[config.mk]
export PLATFORM = sky130hd
export DESIGN_NAME = pid_controller_deadzone_clamp
export DESIGN_NICKNAME = d
export VERILOG_FILES = /design/src/pdc_pkg.sv /design/src/pdc_csr.sv /design/src/pdc_ctrl.sv /design/src/pdc_dp.sv /design/src/pid_controller_deadzone_clamp.sv
export SDC_FILE = /design/constraint.sdc
export NUM_CORES = 2
export LEC_CHECK = 0
export ABC_AREA = 1
export BUFFER_PORTS_ARGS = -buffer_cell sky130_fd_sc_hd__buf_2
export CAP_MARGIN = 20
export CORE_ASPECT_RATIO = 1.5
export CORE_MARGIN = 8
export CORE_UTILIZATION = 39
export DETAILED_ROUTE_END_ITERATION = 12
export GPL_TIMING_DRIVEN = 1
export PLACE_DENSITY = 0.61
export SLEW_MARGIN = 40
export SYNTH_ARGS = -nofsm -noshare
export SYNTH_HDL_FRONTEND = slang
export SYNTH_SLANG_ARGS = --single-unit
[constraint.sdc]
create_clock -name clock -period 10.3 [get_ports clock]
set_input_delay 0 -clock clock [delete_from_list [all_inputs] [get_ports clock]]
set_output_delay 0 -clock clock [all_outputs]
set_load 0.005 [all_outputs]
[src/pdc_pkg.sv]
// Shared widths, codes and word types of the PID controller with deadzone and clamp.
package pdc_pkg;

   localparam int SAMPLE_WIDTH     = 16;
   localparam int TICK_WIDTH       = 16;
   localparam int INTEGRATOR_WIDTH = 48;

   localparam int GAIN_WIDTH      = 16;
   localparam int LIMIT_WIDTH     = 15;
   localparam int CSR_INDEX_WIDTH = 3;
   localparam int CSR_DATA_WIDTH  = 16;
   localparam int FRAC_BITS       = 8;

   localparam int ERR_WIDTH  = SAMPLE_WIDTH + 1;
   localparam int IHALF      = INTEGRATOR_WIDTH / 2;
   localparam int IHI_WIDTH  = INTEGRATOR_WIDTH - IHALF;

   localparam int MUL_A_WIDTH = (ERR_WIDTH > GAIN_WIDTH) ? ERR_WIDTH : GAIN_WIDTH;
   localparam int MUL_B_TMP   = (IHI_WIDTH + 1 > TICK_WIDTH + 1) ? IHI_WIDTH + 1
                                                                  : TICK_WIDTH + 1;
   localparam int MUL_B_WIDTH = (MUL_B_TMP > ERR_WIDTH) ? MUL_B_TMP : ERR_WIDTH;
   localparam int PROD_WIDTH  = MUL_A_WIDTH + MUL_B_WIDTH;

   localparam int ISUM_WIDTH = ((PROD_WIDTH > INTEGRATOR_WIDTH) ? PROD_WIDTH
                                                                : INTEGRATOR_WIDTH) + 1;
   localparam int ACC_WIDTH  = 64;
   localparam int Y_WIDTH    = ACC_WIDTH - FRAC_BITS;

   localparam int DIV_CNT_WIDTH = $clog2(SAMPLE_WIDTH);

   // register indexes
   localparam logic [CSR_INDEX_WIDTH-1:0] REG_GAIN_P     = 3'd0;
   localparam logic [CSR_INDEX_WIDTH-1:0] REG_GAIN_I     = 3'd1;
   localparam logic [CSR_INDEX_WIDTH-1:0] REG_GAIN_D     = 3'd2;
   localparam logic [CSR_INDEX_WIDTH-1:0] REG_OUT_LIMIT  = 3'd3;
   localparam logic [CSR_INDEX_WIDTH-1:0] REG_DEADZONE   = 3'd4;

   localparam logic signed [GAIN_WIDTH-1:0] GAIN_P_RESET = 16'sd26;

   // item commands
   localparam logic CMD_UPDATE = 1'b0;
   localparam logic CMD_CLEAR  = 1'b1;

   // multiplier operand selects
   localparam logic [2:0] MUL_ERR_TICKS = 3'd0;
   localparam logic [2:0] MUL_KP_ERR    = 3'd1;
   localparam logic [2:0] MUL_KI_ILO    = 3'd2;
   localparam logic [2:0] MUL_KI_IHI    = 3'd3;
   localparam logic [2:0] MUL_KD_DER    = 3'd4;

   // accumulator operations
   localparam logic [2:0] ACC_HOLD   = 3'd0;
   localparam logic [2:0] ACC_LOAD   = 3'd1;
   localparam logic [2:0] ACC_ADD    = 3'd2;
   localparam logic [2:0] ACC_ADD_HI = 3'd3;
   localparam logic [2:0] ACC_SUB    = 3'd4;

   typedef struct packed {
      logic                           command;
      logic signed [SAMPLE_WIDTH-1:0] setpoint;
      logic signed [SAMPLE_WIDTH-1:0] measurement;
      logic [TICK_WIDTH-1:0]          elapsed_ticks;
   } req_word_type;

   typedef struct packed {
      logic signed [SAMPLE_WIDTH-1:0] control_out;
      logic                           deadzone_hit;
      logic                           limited;
   } rsp_word_type;

   typedef struct packed {
      logic signed [GAIN_WIDTH-1:0] gain_p;
      logic signed [GAIN_WIDTH-1:0] gain_i;
      logic signed [GAIN_WIDTH-1:0] gain_d;
      logic [LIMIT_WIDTH-1:0]       output_limit;
      logic [LIMIT_WIDTH-1:0]       deadzone_width;
   } cfg_type;

   typedef struct packed {
      logic       load_in;
      logic       check;
      logic [2:0] mul_sel;
      logic [2:0] acc_op;
      logic       integ_add;
      logic       div_start;
      logic       div_step;
      logic       div_fix;
      logic       out_load;
   } dp_cmd_type;

   typedef struct packed {
      logic special;
   } dp_status_type;

endpackage

[src/pdc_csr.sv]
// Configuration registers: gains, output clamp and deadzone width.
module pdc_csr import pdc_pkg::*; (
   input  logic                       clock,
   input  logic                       reset,
   input  logic                       csr_valid,
   output logic                       csr_ready,
   input  logic [CSR_INDEX_WIDTH-1:0] csr_index,
   input  logic [CSR_DATA_WIDTH-1:0]  csr_data,
   output cfg_type                    cfg
);

   cfg_type cfg_ff;

   assign csr_ready = 1'b1;
   assign cfg       = cfg_ff;

   always_ff @(posedge clock) begin
      if (reset) begin
         cfg_ff.gain_p         <= GAIN_P_RESET;
         cfg_ff.gain_i         <= '0;
         cfg_ff.gain_d         <= '0;
         cfg_ff.output_limit   <= '0;
         cfg_ff.deadzone_width <= '0;
      end else if (csr_valid && csr_ready) begin
         unique case (csr_index)
            REG_GAIN_P:    cfg_ff.gain_p         <= $signed(csr_data[GAIN_WIDTH-1:0]);
            REG_GAIN_I:    cfg_ff.gain_i         <= $signed(csr_data[GAIN_WIDTH-1:0]);
            REG_GAIN_D:    cfg_ff.gain_d         <= $signed(csr_data[GAIN_WIDTH-1:0]);
            REG_OUT_LIMIT: cfg_ff.output_limit   <= csr_data[LIMIT_WIDTH-1:0];
            REG_DEADZONE:  cfg_ff.deadzone_width <= csr_data[LIMIT_WIDTH-1:0];
            default: ;
         endcase
      end
   end

endmodule

[src/pdc_ctrl.sv]
// Sequencer that steps the datapath through one controller update.
module pdc_ctrl import pdc_pkg::*; (
   input  logic          clock,
   input  logic          reset,
   input  logic          req_valid,
   output logic          req_stall,
   output logic          rsp_valid,
   input  logic          rsp_stall,
   input  dp_status_type status,
   output dp_cmd_type    cmd
);

   localparam logic [3:0] ST_IDLE    = 4'd0;
   localparam logic [3:0] ST_CHECK   = 4'd1;
   localparam logic [3:0] ST_MUL_IT  = 4'd2;
   localparam logic [3:0] ST_ADD_IT  = 4'd3;
   localparam logic [3:0] ST_DIV     = 4'd4;
   localparam logic [3:0] ST_DIV_FIX = 4'd5;
   localparam logic [3:0] ST_MUL_P   = 4'd6;
   localparam logic [3:0] ST_MUL_ILO = 4'd7;
   localparam logic [3:0] ST_MUL_IHI = 4'd8;
   localparam logic [3:0] ST_MUL_D   = 4'd9;
   localparam logic [3:0] ST_ACC_D   = 4'd10;
   localparam logic [3:0] ST_FINISH  = 4'd11;

   logic [3:0]               state_ff, state_in;
   logic [DIV_CNT_WIDTH-1:0] cnt_ff, cnt_in;
   logic                     rsp_valid_ff, rsp_valid_in;

   assign req_stall = (state_ff != ST_IDLE);
   assign rsp_valid = rsp_valid_ff;

   always_comb begin
      cmd          = '0;
      state_in     = state_ff;
      cnt_in       = cnt_ff;
      rsp_valid_in = rsp_valid_ff && rsp_stall;
      unique case (state_ff)
         ST_IDLE: begin
            if (req_valid) begin
               cmd.load_in = 1'b1;
               state_in    = ST_CHECK;
            end
         end
         ST_CHECK: begin
            cmd.check = 1'b1;
            state_in  = status.special ? ST_FINISH : ST_MUL_IT;
         end
         ST_MUL_IT: begin
            cmd.mul_sel = MUL_ERR_TICKS;
            state_in    = ST_ADD_IT;
         end
         ST_ADD_IT: begin
            cmd.integ_add = 1'b1;
            cmd.div_start = 1'b1;
            cnt_in        = DIV_CNT_WIDTH'(SAMPLE_WIDTH - 1);
            state_in      = ST_DIV;
         end
         ST_DIV: begin
            cmd.div_step = 1'b1;
            if (cnt_ff == '0) begin
               state_in = ST_DIV_FIX;
            end else begin
               cnt_in = cnt_ff - 1'b1;
            end
         end
         ST_DIV_FIX: begin
            cmd.div_fix = 1'b1;
            state_in    = ST_MUL_P;
         end
         ST_MUL_P: begin
            cmd.mul_sel = MUL_KP_ERR;
            state_in    = ST_MUL_ILO;
         end
         ST_MUL_ILO: begin
            cmd.mul_sel = MUL_KI_ILO;
            cmd.acc_op  = ACC_LOAD;
            state_in    = ST_MUL_IHI;
         end
         ST_MUL_IHI: begin
            cmd.mul_sel = MUL_KI_IHI;
            cmd.acc_op  = ACC_ADD;
            state_in    = ST_MUL_D;
         end
         ST_MUL_D: begin
            cmd.mul_sel = MUL_KD_DER;
            cmd.acc_op  = ACC_ADD_HI;
            state_in    = ST_ACC_D;
         end
         ST_ACC_D: begin
            cmd.acc_op = ACC_SUB;
            state_in   = ST_FINISH;
         end
         ST_FINISH: begin
            if (!rsp_valid_ff || !rsp_stall) begin
               cmd.out_load = 1'b1;
               rsp_valid_in = 1'b1;
               state_in     = ST_IDLE;
            end
         end
         default: state_in = ST_IDLE;
      endcase
   end

   always_ff @(posedge clock) begin
      if (reset) begin
         state_ff     <= ST_IDLE;
         cnt_ff       <= '0;
         rsp_valid_ff <= 1'b0;
      end else begin
         state_ff     <= state_in;
         cnt_ff       <= cnt_in;
         rsp_valid_ff <= rsp_valid_in;
      end
   end

endmodule

[src/pdc_dp.sv]
// Datapath: error, integrator, restoring divider, shared multiplier, accumulator, clamp.
module pdc_dp import pdc_pkg::*; (
   input  logic          clock,
   input  logic          reset,
   input  dp_cmd_type    cmd,
   input  req_word_type  req_data,
   input  cfg_type       cfg,
   output dp_status_type status,
   output rsp_word_type  rsp_data
);

   req_word_type                       in_ff;
   logic signed [INTEGRATOR_WIDTH-1:0] integ_ff;
   logic signed [SAMPLE_WIDTH-1:0]     prev_ff;
   logic signed [ERR_WIDTH-1:0]        err_ff;
   logic signed [ERR_WIDTH-1:0]        diff_ff;
   logic signed [ERR_WIDTH-1:0]        deriv_ff;
   logic                               special_ff;
   logic                               dzhit_ff;
   logic [SAMPLE_WIDTH-1:0]            num_ff;
   logic [TICK_WIDTH-1:0]              rem_ff;
   logic signed [PROD_WIDTH-1:0]       prod_ff;
   logic signed [ACC_WIDTH-1:0]        acc_ff;
   rsp_word_type                       out_ff;

   logic signed [ERR_WIDTH-1:0]        err;
   logic [ERR_WIDTH-1:0]               err_mag;
   logic signed [ERR_WIDTH-1:0]        diff;
   logic [ERR_WIDTH-1:0]               diff_mag;
   logic                               is_clear;
   logic                               dz;

   logic signed [MUL_A_WIDTH-1:0]      mul_a;
   logic signed [MUL_B_WIDTH-1:0]      mul_b;
   logic signed [PROD_WIDTH-1:0]       prod;

   logic signed [ISUM_WIDTH-1:0]       isum;
   logic [ISUM_WIDTH-INTEGRATOR_WIDTH:0] isum_top;
   logic signed [INTEGRATOR_WIDTH-1:0] integ_in;

   logic [TICK_WIDTH:0]                shifted;
   logic                               div_ge;
   logic [TICK_WIDTH:0]                div_sub;
   logic signed [ERR_WIDTH-1:0]        quo;

   logic signed [ACC_WIDTH-1:0]        prod_ext;
   logic signed [ACC_WIDTH-1:0]        prod_hi;

   logic signed [Y_WIDTH-1:0]          y;
   logic signed [Y_WIDTH-1:0]          lim_pos;
   logic signed [Y_WIDTH-1:0]          lim_neg;
   logic [Y_WIDTH-SAMPLE_WIDTH:0]      y_top;
   rsp_word_type                       out_word;

   // error and deadzone
   assign err      = ERR_WIDTH'(in_ff.setpoint) - ERR_WIDTH'(in_ff.measurement);
   assign err_mag  = err[ERR_WIDTH-1] ? ERR_WIDTH'(-err) : ERR_WIDTH'(err);
   assign diff     = ERR_WIDTH'(in_ff.measurement) - ERR_WIDTH'(prev_ff);
   assign diff_mag = diff_ff[ERR_WIDTH-1] ? ERR_WIDTH'(-diff_ff) : ERR_WIDTH'(diff_ff);
   assign is_clear = (in_ff.command == CMD_CLEAR);
   assign dz       = (cfg.deadzone_width != '0) &&
                     (err_mag < ERR_WIDTH'(cfg.deadzone_width));
   assign status.special = is_clear || dz;

   // shared multiplier operands
   always_comb begin
      mul_a = '0;
      mul_b = '0;
      case (cmd.mul_sel)
         MUL_ERR_TICKS: begin
            mul_a = MUL_A_WIDTH'(err_ff);
            mul_b = $signed(MUL_B_WIDTH'(in_ff.elapsed_ticks));
         end
         MUL_KP_ERR: begin
            mul_a = MUL_A_WIDTH'(cfg.gain_p);
            mul_b = MUL_B_WIDTH'(err_ff);
         end
         MUL_KI_ILO: begin
            mul_a = MUL_A_WIDTH'(cfg.gain_i);
            mul_b = $signed(MUL_B_WIDTH'(integ_ff[IHALF-1:0]));
         end
         MUL_KI_IHI: begin
            mul_a = MUL_A_WIDTH'(cfg.gain_i);
            mul_b = MUL_B_WIDTH'($signed(integ_ff[INTEGRATOR_WIDTH-1:IHALF]));
         end
         MUL_KD_DER: begin
            mul_a = MUL_A_WIDTH'(cfg.gain_d);
            mul_b = MUL_B_WIDTH'(deriv_ff);
         end
         default: begin
            mul_a = '0;
            mul_b = '0;
         end
      endcase
   end

   assign prod = mul_a * mul_b;

   // saturating integrator update
   assign isum     = ISUM_WIDTH'(integ_ff) + ISUM_WIDTH'(prod_ff);
   assign isum_top = isum[ISUM_WIDTH-1:INTEGRATOR_WIDTH-1];
   always_comb begin
      if ((isum_top == '0) || (isum_top == '1)) begin
         integ_in = isum[INTEGRATOR_WIDTH-1:0];
      end else if (isum[ISUM_WIDTH-1]) begin
         integ_in = {1'b1, {(INTEGRATOR_WIDTH-1){1'b0}}};
      end else begin
         integ_in = {1'b0, {(INTEGRATOR_WIDTH-1){1'b1}}};
      end
   end

   // restoring divider step
   assign shifted = {rem_ff, num_ff[SAMPLE_WIDTH-1]};
   assign div_ge  = (shifted >= {1'b0, in_ff.elapsed_ticks});
   assign div_sub = shifted - {1'b0, in_ff.elapsed_ticks};
   assign quo     = $signed({1'b0, num_ff});

   // accumulator operand
   assign prod_ext = ACC_WIDTH'(prod_ff);
   assign prod_hi  = prod_ext <<< IHALF;

   // output shift and clamp
   assign y       = acc_ff[ACC_WIDTH-1:FRAC_BITS];
   assign lim_pos = $signed(Y_WIDTH'(cfg.output_limit));
   assign lim_neg = -lim_pos;
   assign y_top   = y[Y_WIDTH-1:SAMPLE_WIDTH-1];

   always_comb begin
      out_word = '0;
      if (special_ff) begin
         out_word.deadzone_hit = dzhit_ff;
      end else if (cfg.output_limit != '0) begin
         if (y > lim_pos) begin
            out_word.control_out = lim_pos[SAMPLE_WIDTH-1:0];
            out_word.limited     = 1'b1;
         end else if (y < lim_neg) begin
            out_word.control_out = lim_neg[SAMPLE_WIDTH-1:0];
            out_word.limited     = 1'b1;
         end else begin
            out_word.control_out = y[SAMPLE_WIDTH-1:0];
         end
      end else if ((y_top == '0) || (y_top == '1)) begin
         out_word.control_out = y[SAMPLE_WIDTH-1:0];
      end else begin
         out_word.control_out = y[Y_WIDTH-1] ? {1'b1, {(SAMPLE_WIDTH-1){1'b0}}}
                                             : {1'b0, {(SAMPLE_WIDTH-1){1'b1}}};
         out_word.limited     = 1'b1;
      end
   end

   assign rsp_data = out_ff;

   // controller state
   always_ff @(posedge clock) begin
      if (reset) begin
         integ_ff <= '0;
         prev_ff  <= '0;
      end else begin
         if (cmd.check) begin
            if (is_clear || dz) begin
               integ_ff <= '0;
            end
            if (!is_clear) begin
               prev_ff <= in_ff.measurement;
            end
         end else if (cmd.integ_add) begin
            integ_ff <= integ_in;
         end
      end
   end

   // working registers
   always_ff @(posedge clock) begin
      prod_ff <= prod;
      if (cmd.load_in) begin
         in_ff <= req_data;
      end
      if (cmd.check) begin
         special_ff <= is_clear || dz;
         dzhit_ff   <= !is_clear && dz;
         err_ff     <= err;
         diff_ff    <= diff;
      end
      if (cmd.div_start) begin
         num_ff <= diff_mag[SAMPLE_WIDTH-1:0];
         rem_ff <= '0;
      end else if (cmd.div_step) begin
         num_ff <= {num_ff[SAMPLE_WIDTH-2:0], div_ge};
         rem_ff <= div_ge ? div_sub[TICK_WIDTH-1:0] : shifted[TICK_WIDTH-1:0];
      end
      if (cmd.div_fix) begin
         if (in_ff.elapsed_ticks == '0) begin
            deriv_ff <= '0;
         end else begin
            deriv_ff <= diff_ff[ERR_WIDTH-1] ? -quo : quo;
         end
      end
      case (cmd.acc_op)
         ACC_LOAD:   acc_ff <= prod_ext;
         ACC_ADD:    acc_ff <= acc_ff + prod_ext;
         ACC_ADD_HI: acc_ff <= acc_ff + prod_hi;
         ACC_SUB:    acc_ff <= acc_ff - prod_ext;
         default:    acc_ff <= acc_ff;
      endcase
      if (cmd.out_load) begin
         out_ff <= out_word;
      end
   end

endmodule

[src/pid_controller_deadzone_clamp.sv]
// Top level of the PID controller with deadzone, output clamp and derivative on measurement.
//
//   port group  direction  handshake          word
//   req_        in         valid / stall      req_word_type
//   rsp_        out        valid / stall      rsp_word_type
//   csr_        in         valid / ready      index + data
//
// An update word runs the 16-step restoring divider for the derivative and makes five
// passes through the one shared 17x25 multiplier; req_stall holds off the next word
// until the result is loaded. Clear and deadzone words skip from check to finish.
// Reset is synchronous and clears the integrator, the previous measurement and
// the registers to their defaults. A stalled result waits in the output register
// while the next word is accepted and worked on.
module pid_controller_deadzone_clamp import pdc_pkg::*; (
   input  logic                       clock,
   input  logic                       reset,
   input  logic                       req_valid,
   output logic                       req_stall,
   input  req_word_type               req_data,
   output logic                       rsp_valid,
   input  logic                       rsp_stall,
   output rsp_word_type               rsp_data,
   input  logic                       csr_valid,
   output logic                       csr_ready,
   input  logic [CSR_INDEX_WIDTH-1:0] csr_index,
   input  logic [CSR_DATA_WIDTH-1:0]  csr_data
);

   cfg_type       cfg;
   dp_cmd_type    cmd;
   dp_status_type status;

   pdc_csr u_csr (
      .clock     (clock),
      .reset     (reset),
      .csr_valid (csr_valid),
      .csr_ready (csr_ready),
      .csr_index (csr_index),
      .csr_data  (csr_data),
      .cfg       (cfg)
   );

   pdc_ctrl u_ctrl (
      .clock     (clock),
      .reset     (reset),
      .req_valid (req_valid),
      .req_stall (req_stall),
      .rsp_valid (rsp_valid),
      .rsp_stall (rsp_stall),
      .status    (status),
      .cmd       (cmd)
   );

   pdc_dp u_dp (
      .clock    (clock),
      .reset    (reset),
      .cmd      (cmd),
      .req_data (req_data),
      .cfg      (cfg),
      .status   (status),
      .rsp_data (rsp_data)
   );

endmodule

==> impl_summary.txt <==
----------------------------------------------------
[Status]
  Outcome ... complete, no violations

[Clock tree]
  CTS tree ... built
  Cts-stage hold buffer count ... 71
  Number of resized instances in the post-cts repair step ... 0
  Max clock buf depth ... 3
  Clock input transition at the sequential cells of the worst setup and hold paths ... approximately 0.070 ns
  Clock latency on the worst-skew pair ... between 0.6 and 0.7 ns
  CTS Root Cell ... sky130_fd_sc_hd__clkbuf_16
  Post-CTS Setup Repair Bufs ... 0
  Number of buffers created by CTS ... 47
  Number of levels in the clock H-tree ... 2
  # clock sinks ... between 400 and 500

[Critical path]
  RR Endpoint ... u_dp.prod_ff[41]
  Critical Setup Path Class ... reg -> reg
  Buffering stage count on the worst path with inverters included ... 7
  Worst endpoint required time ... 10.75 ns
  Slowest cell delay on critical path ... 0.83 ns
  Reg2Reg Depth ... 29
  Arrival time reported for the critical path endpoint ... 9.53 ns
  Minimum setup slack among reg-to-reg paths ... 1.22 ns
  Worst reg2reg startpoint ... u_ctrl.state_ff[2]
  Critical Path Sink Type ... flip-flop
  Kind of cell adding the most delay to the critical path ... adder cells
  Startpoint class of the critical path ... flip-flop
  Maximum fanout along the worst path ... 19
  Slowest cell on the critical path ... sky130_fd_sc_hd__clkinv_1

[Layout]
  Post-Layout Inst Area ... approximately 53000 um2
  Most frequent standard cell in the layout excluding fill and tap cells ... sky130_fd_sc_hd__nand2_1
  Ratio of cells with drive above 1 in the final layout ... under 10%
  Area growth syn-to-layout ... 9.819%
  Commonest cells after routing, fill and taps aside ... sky130_fd_sc_hd__nand2_1, sky130_fd_sc_hd__inv_1, sky130_fd_sc_hd__nor2_1
  Layout Nets ... between 7000 and 8000
  Cell Count, Final, Fillers Out ... between 8000 and 9000

[Logic synthesis]
  Library cell occupying the most area in the post-synthesis netlist ... sky130_fd_sc_hd__fa_1
  Number of synthesis warnings ... 0
  Combined area of all synthesized cells ... 48160 um2
  Post-synthesis cell type count ... between 60 and 70
  Biggest area contributors in the synthesized netlist ... sky130_fd_sc_hd__fa_1, sky130_fd_sc_hd__edfxtp_1, sky130_fd_sc_hd__ha_1
  Dominant synthesized flop cell ... sky130_fd_sc_hd__dfxtp_1
  Share of synthesized area occupied by flip-flops and latches ... 21.16%
  Cells after synthesis ... 6459
  Synthesized Nets ... ~7300
  Total of flip-flops plus latches after synthesis ... approximately 410
  Fraction of post-synthesis cell area in the top cell type by area ... 17.54%
  Async set-or-reset flop fraction in the synthesized netlist ... 0%
  EDFF count, synth ... 200
  Mean instance size in the synthesized netlist ... about 7.5 um2

[STA]
  Number of hold violations in the final report ... 0
  Worst setup skew after layout ... 0.04832 ns
  Setup violation total in the final timing report ... 0
  Setup TNS ... 0 ns
  Post-layout minimum cycle time ... 9.080 ns
  Max_slew headroom ... 37.39%
  Actual transition at the worst max-transition pin ... 0.9378 ns
  Highest clock frequency the design can meet ... ~110 MHz
  Setup repair after global routing missed its margin ... no
  Post-route fraction of the period consumed by the critical path ... 88.16%
  Number of max-slew violations in the final report ... 0

[Hold path]
  Hold Path Sink ... u_csr.cfg[0]
  Launch instance of the worst min-delay path ... csr_valid
  Worst hold-check path type ... in -> reg
  Number of cells traversed by the worst hold path ... 3

[Routing]
  Routed length per placed instance ... 22.25 um
  DRC violations left ... 0
  Sum of met3 wire segment lengths after detailed routing ... 9360 um
  Iteration-0 DRC count of the detailed router ... 3115
  Met1 layer wirelength in the final routing ... between 60000 and 70000 um
  Detail Route met2 WL ... 91410 um
  Via density per instance ... between 5 and 6
  Count of TritonRoute iterations in the first routing pass ... 7
  Count of antenna-violating nets left after detailed routing ... 0
  Total Wirelength ... 183100 um
  Via count of the routed design ... ~45000
  Top Metal Used ... met4

[Global route]
  Vias in the first global route ... 45380
  First-pass GRT wire length ... 273300 um
  Largest net degree at the start of global routing ... 95
  Gr ovfl total ... 0
  Global router's overall resource usage ... a little over a quarter
  Initial antenna violation count ... 2

[Die]
  Total Die Area ... 135200 um2
  Width of the die ... 302.9 um
  Placement row count ... between 150 and 200
  CORE AREA ... 123200 um2
  Die span in y ... 446.4 um
  Count of pins on the block boundary ... 94
  Starting density of the core ... 39.11%

[Placement]
  Port Buffers ... slightly above 90
  Post-Place Cells ... around 8100
  Dpl cell area ... 50560 um2
  Detail Placement HPWL ... 149700 um
  Final weighted congestion in routability-driven placement ... 1.009

[Job]
  Max_cap viols ... 0

----------------------------------------------------
per-layer routing:
metal  GRT usage, %  up-vias
met5              0        -
met4          21.18        0
met3          2.985      603
met2          47.99     1568
met1          27.99    21380
li1               -    21150
registers in the layout, summed over array words and instances (netlist names), 4 cells and up:
register / flops
u_csr.cfg: 78
u_ctrl.cnt_ff: 4
u_ctrl.state_ff: 4
u_dp.acc_ff: 64
u_dp.deriv_ff: 17
u_dp.diff_ff: 17
u_dp.err_ff: 17
u_dp.in_ff: 48
u_dp.integ_ff: 48
u_dp.num_ff: 16
u_dp.prev_ff: 16
u_dp.prod_ff: 42
u_dp.rem_ff: 16
u_dp.rsp_data: 18
synthesized netlist by cell type (all sizes together), types with 18 or more instances:
| master | n |
|---|---|
| nand4 | 55 |
| nand3 | 298 |
| o31ai | 22 |
| a21oi | 533 |
| nor2 | 800 |
| a31oi | 58 |
| or2 | 22 |
| a221oi | 18 |
| fa | 422 |
| xor2 | 142 |
| edfxtp | 200 |
| o21ai | 393 |
| inv | 1146 |
| ha | 390 |
| nand2 | 1162 |
| nor4 | 46 |
| xnor2 | 73 |
| clkbuf | 102 |
| buf | 59 |
| dfxtp | 209 |
| o21bai | 29 |
| nor3 | 74 |
| o211ai | 32 |
| a21o | 23 |
worst max path at each step:
| stage | start | to | depth (start not counted) |
|---|---|---|---|
| after floorplan | u_ctrl.state_ff[0] | u_dp.prod_ff[31] | 33 |
| after global placement | u_ctrl.state_ff[2] | u_dp.prod_ff[41] | 29 |
| after detailed placement | u_ctrl.state_ff[2] | u_dp.prod_ff[41] | 29 |
| after CTS | u_ctrl.state_ff[2] | u_dp.prod_ff[41] | 29 |
| after global routing | u_ctrl.state_ff[2] | u_dp.prod_ff[41] | 29 |
| final | u_ctrl.state_ff[2] | u_dp.prod_ff[41] | 29 |
worst reg2reg max path: cells and delay by family, from the launching register on:
family / cells / cell delay, ns
AO/OA/AOI/OAI: 4 / 1.07
buffers and inverters: 7 / 1.62
adder cells (fa/ha/maj): 7 / 3.37
AND/OR/NAND/NOR: 10 / 2.40
XOR/XNOR: 1 / 0.09
flip-flops: 1 / 0.37
cell type report:
| type | instances | area (um2) |
|---|---|---|
| flip-flops and latches | 409 | 10190 |
| fillers | 12660 | 70270 |
| diodes | 1 | 2.502 |
| clock buffers | 59 | 1305 |
| inverters | 1161 | 4359 |
| clock inverters | 29 | 311.5 |
| well taps | 1600 | 2002 |
| repair buffers | 243 | 1785 |
| multi-input cells | 4728 | 32940 |
per-stage QoR:
stage | hold slack (ns) | worst slack, ns | utilization [%]
2_1_floorplan | 0.09887 | 3.250 | -
3_3_place_gp | 0.1767 | 1.553 | 41.00
3_5_place_dp | 0.1781 | 1.379 | 41.05
4_1_cts | 0.01480 | 1.307 | 42.94
5_1_grt | 0.05323 | 0.6675 | 42.95
6_report | 0.05064 | 1.220 | 42.95
kinds of logic after synthesis:
logic type,count (synthesis),synth area share [%]
xor+xnor,215,3.925
buf+inv,1322,10.76
fa+ha+maj,812,27.67
other cells,1,0.007786
compound gates,1205,14.34
flops,409,21.16
simple gates,2495,22.14
Power is left out: the tool's default activity adds up to more than one toggle a clock period on the data nets, which glitch-free logic cannot reach.
